<file path="config.mk">
export PLATFORM = sky130hd
export DESIGN_NAME = seven_segment_write_sequencer_core
export DESIGN_NICKNAME = d
export VERILOG_FILES = /design/src/rtl/core/sseg_pkg.sv /design/src/rtl/core/sseg_ctrl.sv /design/src/rtl/core/sseg_dp.sv /design/src/rtl/core/seven_segment_write_sequencer_core.sv
export SDC_FILE = /design/constraint.sdc
export NUM_CORES = 1
export LEC_CHECK = 0
export BUFFER_PORTS_ARGS = -buffer_cell sky130_fd_sc_hd__buf_2
export CAP_MARGIN = 25
export CORE_MARGIN = 2
export CORE_UTILIZATION = 25
export CTS_BUF_LIST = sky130_fd_sc_hd__clkbuf_8
export DETAILED_ROUTE_END_ITERATION = 8
export PLACE_DENSITY = 0.37
export SLEW_MARGIN = 0
export SYNTH_ARGS = -nofsm -noshare
export SYNTH_HDL_FRONTEND = slang
export SYNTH_SLANG_ARGS = --single-unit
</file>
<file path="constraint.sdc">
create_clock -name clk -period 5.8 [get_ports clk]
set_input_delay 1.16 -clock clk [delete_from_list [all_inputs] [get_ports clk]]
set_output_delay 1.16 -clock clk [all_outputs]
set_load 0.05 [all_outputs]
</file>
<file path="src/rtl/core/sseg_pkg.sv">
// Shared constants, command codes and controller/datapath interface types
// for the seven-segment write sequencer. No dependencies.
package sseg_pkg;

    localparam int DIGIT_COUNT = 8;

    localparam int IDX_W = 3;
    localparam int CNT_W = 4;

    localparam logic [2:0] MODE_RAW   = 3'd0;
    localparam logic [2:0] MODE_HEX   = 3'd1;
    localparam logic [2:0] MODE_HEX16 = 3'd2;
    localparam logic [2:0] MODE_HEX8  = 3'd3;
    localparam logic [2:0] MODE_DEC16 = 3'd4;
    localparam logic [2:0] MODE_CLEAR = 3'd5;

    localparam logic [7:0] CTRL_RAW = 8'h70;
    localparam logic [7:0] CTRL_HEX = 8'h50;
    localparam logic [7:0] DP_DARK  = 8'h80;
    localparam logic [7:0] PAT_E    = 8'hCF;
    localparam logic [7:0] PAT_N    = 8'hFA;
    localparam logic [7:0] PAT_O    = 8'hFB;

    localparam logic [15:0] DEC_MAX = 16'd9999;
    // floor(x / 10) == (x * DIV10_MUL) >> DIV10_SHIFT for every 16-bit x.
    localparam logic [15:0] DIV10_MUL   = 16'd52429;
    localparam int          DIV10_SHIFT = 19;

    typedef struct packed {
        logic             load;      // latch the command on the input ports
        logic             ctrl_step; // control byte goes out this cycle
        logic             advance;   // data byte done, move to next digit write
        logic             sel_data;  // drive the data byte, else the control byte
        logic [IDX_W-1:0] idx;       // digit write within the command
    } cmd_t;

    typedef struct packed {
        logic no_op;    // command on the ports causes no transfer
        logic final_wr; // current digit write is the last of the command
    } status_t;

    // Reduce a digit address modulo DIGIT_COUNT (at most four subtractions).
    function automatic logic [IDX_W-1:0] digit_mod(input logic [2:0] x);
        logic [3:0] a;
        a = {1'b0, x};
        for (int i = 0; i < 4; i++)
        begin
            if (a >= 4'(DIGIT_COUNT))
                a = a - 4'(DIGIT_COUNT);
        end
        return a[IDX_W-1:0];
    endfunction

endpackage

</file>
<file path="src/rtl/core/sseg_ctrl.sv">
// Sequencer state machine: steps through the digit writes of a command,
// one control transfer and one data transfer each. Uses sseg_pkg.
module sseg_ctrl (
    input  logic                     clk,
    input  logic                     rst_n,
    input  logic                     start,
    input  sseg_pkg::status_t        status,
    output sseg_pkg::cmd_t           cmd,
    output logic                     busy,
    output logic                     strobe,
    output logic                     mode_pin,
    output logic                     last
);

    localparam logic [1:0] S_IDLE = 2'd0;
    localparam logic [1:0] S_CTRL = 2'd1;
    localparam logic [1:0] S_DATA = 2'd2;

    logic [1:0]                   state_reg, state_next;
    logic [sseg_pkg::IDX_W-1:0]   idx_reg, idx_next;

    always_comb
    begin
        state_next    = state_reg;
        idx_next      = idx_reg;
        cmd.load      = 1'b0;
        cmd.ctrl_step = 1'b0;
        cmd.advance   = 1'b0;
        cmd.sel_data  = 1'b0;
        cmd.idx       = idx_reg;
        case (state_reg)
            S_IDLE:
            begin
                if (start)
                begin
                    cmd.load = 1'b1;
                    idx_next = '0;
                    if (!status.no_op)
                        state_next = S_CTRL;
                end
            end
            S_CTRL:
            begin
                cmd.ctrl_step = 1'b1;
                state_next    = S_DATA;
            end
            S_DATA:
            begin
                cmd.sel_data = 1'b1;
                if (status.final_wr)
                    state_next = S_IDLE;
                else
                begin
                    cmd.advance = 1'b1;
                    idx_next    = idx_reg + 1'b1;
                    state_next  = S_CTRL;
                end
            end
            default:
            begin
                state_next = S_IDLE;
            end
        endcase
    end

    always_ff @(posedge clk or negedge rst_n)
    begin
        if (!rst_n)
        begin
            state_reg <= S_IDLE;
            idx_reg   <= '0;
        end
        else
        begin
            state_reg <= state_next;
            idx_reg   <= idx_next;
        end
    end

    assign busy     = (state_reg != S_IDLE);
    assign strobe   = (state_reg == S_CTRL) || (state_reg == S_DATA);
    assign mode_pin = (state_reg == S_CTRL);
    assign last     = (state_reg == S_DATA) && status.final_wr;

endmodule

</file>
<file path="src/rtl/core/sseg_dp.sv">
// Datapath: holds the command, extracts hex nibbles and decimal digits,
// and forms the control and data bytes for each digit write. Uses sseg_pkg.
module sseg_dp (
    input  logic               clk,
    input  logic [2:0]         mode,
    input  logic [2:0]         digit_addr,
    input  logic [15:0]        value,
    input  logic               dp_on,
    input  logic [1:0]         line,
    input  sseg_pkg::cmd_t     cmd,
    output sseg_pkg::status_t  status,
    output logic [7:0]         bus_byte
);

    logic [2:0]  mode_reg;
    logic [2:0]  addr_reg;
    logic [15:0] val_reg;
    logic        dp_reg;
    logic        half_reg;
    logic        over_reg;
    logic        bad_reg;
    logic [3:0]  digit_reg;

    logic [29:0] prod;
    logic [9:0]  quot;
    logic [3:0]  rem;

    logic [sseg_pkg::IDX_W-1:0] a0, a1, wr_addr;
    logic [3:0]                 a1_sum;
    logic [2:0]                 err_idx;
    logic [sseg_pkg::CNT_W-1:0] wr_count;
    logic [7:0]                 ctrl_base, data_byte;

    // Decimal digits come out least significant first, one per digit write.
    assign prod = {16'd0, val_reg[13:0]} * {14'd0, sseg_pkg::DIV10_MUL};
    assign quot = prod[sseg_pkg::DIV10_SHIFT +: 10];
    assign rem  = 4'(val_reg[13:0] - ({4'd0, quot} * 14'd10));

    always_ff @(posedge clk)
    begin
        if (cmd.load)
        begin
            mode_reg <= mode;
            addr_reg <= digit_addr;
            val_reg  <= value;
            dp_reg   <= dp_on;
            half_reg <= line[0];
            over_reg <= (value > sseg_pkg::DEC_MAX);
            bad_reg  <= (line > 2'd1);
        end
        else if (cmd.ctrl_step && mode_reg == sseg_pkg::MODE_DEC16)
        begin
            digit_reg <= rem;
            val_reg   <= {6'd0, quot};
        end
        else if (cmd.advance && mode_reg != sseg_pkg::MODE_DEC16)
        begin
            val_reg <= {4'd0, val_reg[15:4]};
        end
    end

    assign a0     = sseg_pkg::digit_mod(addr_reg);
    assign a1_sum = {1'b0, a0} + 4'd1;
    assign a1     = (a1_sum == 4'(sseg_pkg::DIGIT_COUNT)) ? '0 : a1_sum[sseg_pkg::IDX_W-1:0];
    // Error writes: E on digits 0..2 when over range, then n and o on a bad line.
    assign err_idx = over_reg ? cmd.idx : cmd.idx + 3'd3;

    always_comb
    begin
        ctrl_base = sseg_pkg::CTRL_HEX;
        wr_addr   = cmd.idx;
        data_byte = sseg_pkg::DP_DARK | {4'd0, val_reg[3:0]};
        wr_count  = 4'd1;
        case (mode_reg)
            sseg_pkg::MODE_RAW:
            begin
                ctrl_base = sseg_pkg::CTRL_RAW;
                wr_addr   = addr_reg;
                data_byte = val_reg[7:0];
            end
            sseg_pkg::MODE_HEX:
            begin
                wr_addr   = addr_reg;
                data_byte = {~dp_reg, val_reg[6:0]};
            end
            sseg_pkg::MODE_HEX16:
            begin
                wr_addr  = {half_reg, 2'd3 - cmd.idx[1:0]};
                wr_count = 4'd4;
            end
            sseg_pkg::MODE_HEX8:
            begin
                wr_addr  = cmd.idx[0] ? a1 : a0;
                wr_count = 4'd2;
            end
            sseg_pkg::MODE_DEC16:
            begin
                if (over_reg || bad_reg)
                begin
                    ctrl_base = sseg_pkg::CTRL_RAW;
                    wr_count  = (over_reg ? 4'd3 : 4'd0) + (bad_reg ? 4'd2 : 4'd0);
                    if (err_idx < 3'd3)
                    begin
                        wr_addr   = err_idx;
                        data_byte = sseg_pkg::PAT_E;
                    end
                    else if (err_idx == 3'd3)
                    begin
                        wr_addr   = 3'd0;
                        data_byte = sseg_pkg::PAT_N;
                    end
                    else
                    begin
                        wr_addr   = 3'd5;
                        data_byte = sseg_pkg::PAT_O;
                    end
                end
                else
                begin
                    wr_addr   = {half_reg, 2'd3 - cmd.idx[1:0]};
                    data_byte = sseg_pkg::DP_DARK | {4'd0, digit_reg};
                    wr_count  = 4'd4;
                end
            end
            sseg_pkg::MODE_CLEAR:
            begin
                ctrl_base = sseg_pkg::CTRL_RAW;
                data_byte = sseg_pkg::DP_DARK;
                wr_count  = 4'(sseg_pkg::DIGIT_COUNT);
            end
            default:
            begin
                wr_count = 4'd1;
            end
        endcase
    end

    assign bus_byte        = cmd.sel_data ? data_byte : (ctrl_base | {5'd0, wr_addr});
    assign status.no_op    = (mode > sseg_pkg::MODE_CLEAR);
    assign status.final_wr = ({1'b0, cmd.idx} == wr_count - 4'd1);

endmodule

</file>
<file path="src/rtl/core/seven_segment_write_sequencer_core.sv">
// Top level of the seven-segment write sequencer: joins the sequencer
// state machine (sseg_ctrl) and the byte datapath (sseg_dp). Uses sseg_pkg.
//
// A command is taken when start is high and busy is low. Each digit write
// is two transfers on consecutive cycles, the control byte with mode_pin
// high and then the data byte, so a command holds busy from the cycle
// after it is taken until its last data byte goes out; the sequencer
// state machine sets this pace. Each transfer is on bus_byte, mode_pin
// and last for one cycle with strobe high, and the receiver must take it
// then. Unused modes cause no transfer and do not raise busy.
module seven_segment_write_sequencer_core (
    input  logic        clk,
    input  logic        rst_n,
    input  logic        start,
    output logic        busy,
    input  logic [2:0]  mode,
    input  logic [2:0]  digit_addr,
    input  logic [15:0] value,
    input  logic        dp_on,
    input  logic [1:0]  line,
    output logic        strobe,
    output logic [7:0]  bus_byte,
    output logic        mode_pin,
    output logic        last
);

    sseg_pkg::cmd_t    cmd;
    sseg_pkg::status_t status;

    sseg_ctrl u_ctrl (
        .clk      (clk),
        .rst_n    (rst_n),
        .start    (start),
        .status   (status),
        .cmd      (cmd),
        .busy     (busy),
        .strobe   (strobe),
        .mode_pin (mode_pin),
        .last     (last)
    );

    sseg_dp u_dp (
        .clk        (clk),
        .mode       (mode),
        .digit_addr (digit_addr),
        .value      (value),
        .dp_on      (dp_on),
        .line       (line),
        .cmd        (cmd),
        .status     (status),
        .bus_byte   (bus_byte)
    );

endmodule
</file>
==> results.toml <==
[floorplan]
start_util_pct = 25.4
die_h_um = 153
io-pin-count = 40
dieArea_sq_um = 23400
die_w_um = 153
rows = 54
coreArea_sq_um = 21800

[timing]
finClkSkew_ps = 4.05
hold_viol_final = 0
period_minus_slack_ps = 5650
period_share_pct = 97.4
slew_viol_final = 0
worst_pin_slew_ps = 858
max_freq_mhz = 177
grt_setup_unrepaired = "yes"
setup_viol = 0
relSlewSlack_pct = 42.8
finalHoldWorstSlack_ps = 620

[global_routing]
grt_first_pass_wirelength_um = 26000
antenna_found_initial = 0
grt_max_degree = 26
track_usage_pct = 14.1
grt_overflow = 0
first_global_vias = 4703

[cts]
htreeDepth = 2
clockBufferDepth = 2
cts_made_buffers = 5
cts_sinks = 35
insertion_delay_ps = 290
cts_root_buffer = "clkbuf_8"
path_clk_slew_ps = 80
cts_tree = "yes"

[critical_path]
cp.required_ps = 5840
r2r_end = "u_dp.digit_reg[3]"
r2r_start = "u_dp.val_reg[9]"
end_kind = "flip-flop"
worstPathCellList = "ha_4 > inv_2 > fa_2 > fa_1 > fa_1 > inv_2 > fa_1 > inv_1 > fa_1 > inv_2 > ha_4 > nand4_1 > buf_6 > o31ai_2 > a31oi_1 > o211ai_1 > buf_4 > xor2_4 > fa_2 > xnor2_2 > xnor2_1 > xnor2_1"
r2r_setup_slack_ps = 150
critPathMaxStageDelay_ps = 580
cpMaxStageDelayCell = "fa_2"
crit_top_cell = "fa_1"
worstPathArrival_ps = 5690
path_class = "flip-flop to flip-flop"
start_kind = "flip-flop"
reg2regPathDepth = 22
endpoint = "u_dp.digit_reg[3]"
critPathMaxFanout = 4
setup.worst_path.start = "u_dp.val_reg[9]"

[yosys]
yosys_warnings = 0
syn_area_sq_um = 5550
synth-seq-cells = 35
ys_async_sr_fraction_pct = 14.3
yosys.cell_types.count = 60
syn_inst = 582
synth_seq_area_share_pct = 18.5
synth_fp_nets = 773
synth-edff-count = 30
avgSynthCellArea_sq_um = 9.53
synthFlopType = "edfxtp_1"

[finish]
drive_gt1_share_pct = 21.8
regArea_sq_um = 1030
syn_to_final_growth_pct = 22.4
largest_register_ffs = 16
multiInputGateArea_sq_um = 4290
num_antenna_cells = 0
fillers = 2337
finalNetCount = 852
final_common_cell = "inv_1"
most-common-layout-cells = "inv_1, ha_1, buf_4, fa_1, buf_2"
utilization_pct = 31.1
final_cells = 942

[detailed_routing]
drt-initial-drc-count = 211
viasPerCell = 4.73
drc_errors = 0
vias = 4455
wl_per_cell_um = 17.3
drt_pass1_iterations = 5
wirelength_um = 16300
ant_nets = 0

[placed_design]
hpwl_um = 14000
gp_congestion = 0.843
port-buffer-count = 39
dp.cells = 926

[worst_hold_path]
hold_path.class = "flip-flop to flip-flop"

[run_status]
status = "complete, no violations"

[job]
maxCapViolCount = 0
worst min-delay path by stage:
stage | from | end | cells after the start
6_report | u_ctrl.state_reg[0] | u_ctrl.state_reg[0] | 2
2_1_floorplan | u_dp.val_reg[14] | u_dp.val_reg[10] | 2
4_1_cts | u_ctrl.state_reg[0] | u_ctrl.state_reg[0] | 2
3_5_place_dp | u_ctrl.state_reg[0] | u_ctrl.state_reg[0] | 2
3_3_place_gp | u_ctrl.state_reg[0] | u_ctrl.state_reg[0] | 2
5_1_grt | rst_n | u_ctrl.idx_reg[1] | 1
stage by stage:
step / TNS (ps) / setup WS, ps / cell area, sq um
after floorplan: -0.651 / -0.651 / 5570
after global placement: 0 / 3.33 / 6370
after detailed placement: -83.3 / -83.3 / 6370
after CTS: 0 / 8.87 / 6550
after global routing: -76.4 / -76.4 / 6790
final: 0 / 148 / 6790
worst max-delay path: cells and delay by family, from the launching register on:
| kind | cells | cell delay (ps) |
|---|---|---|
| compound gates | 3 | 360 |
| xor+xnor | 4 | 470 |
| fa+ha+maj | 8 | 3410 |
| buf+inv | 6 | 540 |
| flops | 1 | 460 |
| simple gates | 1 | 160 |
final cells by class:
cell class / count / share of cell area, %
clock buffers: 5 / 1.01
clock inverters: 3 / 0.940
inverters: 108 / 5.97
multi-input cells: 421 / 63.2
flip-flops and latches: 35 / 15.1
well taps: 280 / 5.16
repair buffers: 90 / 8.57
timing repair:
item / CTS / global route
gates resized for setup: 2 / 35
endpoints found under the setup margin: 1 / 6
pin swaps: 7 / 21
hold buffers: 0 / 0
buffers inserted: 4 / 4
logic make-up after synthesis:
group / count (synthesis) / synth area share (%)
AO/OA/AOI/OAI: 119 / 14.2
XOR/XNOR: 21 / 3.31
adder cells (fa/ha/maj): 163 / 43.9
buffers and inverters: 126 / 8.64
flip-flops: 35 / 18.5
multiplexers: 5 / 0.947
AND/OR/NAND/NOR: 113 / 10.5
cell usage after synthesis, drive strengths merged (9+ instances only):
| master | number | area, sq um |
|---|---|---|
| and3 | 10 | 62.6 |
| edfxtp | 30 | 901 |
| o21ai | 30 | 150 |
| nor2 | 21 | 78.8 |
| inv | 107 | 402 |
| nand2 | 28 | 105 |
| nor3 | 12 | 71.3 |
| a21oi | 31 | 159 |
| fa | 53 | 1060 |
| a21o | 9 | 67.6 |
| xnor2 | 13 | 114 |
| clkbuf | 15 | 56.3 |
| ha | 110 | 1380 |
metal layers:
layer,up-vias,global-route usage [%],routed length [um]
li1,2172,-,-
met1,2217,20.1,7950
met2,60,23.7,7800
met4,0,1.41,64
met5,-,0,0
met3,6,1.87,518
Power is not shown: default switching activity piles up to over one toggle a cycle in this logic, so the estimate is an artifact.
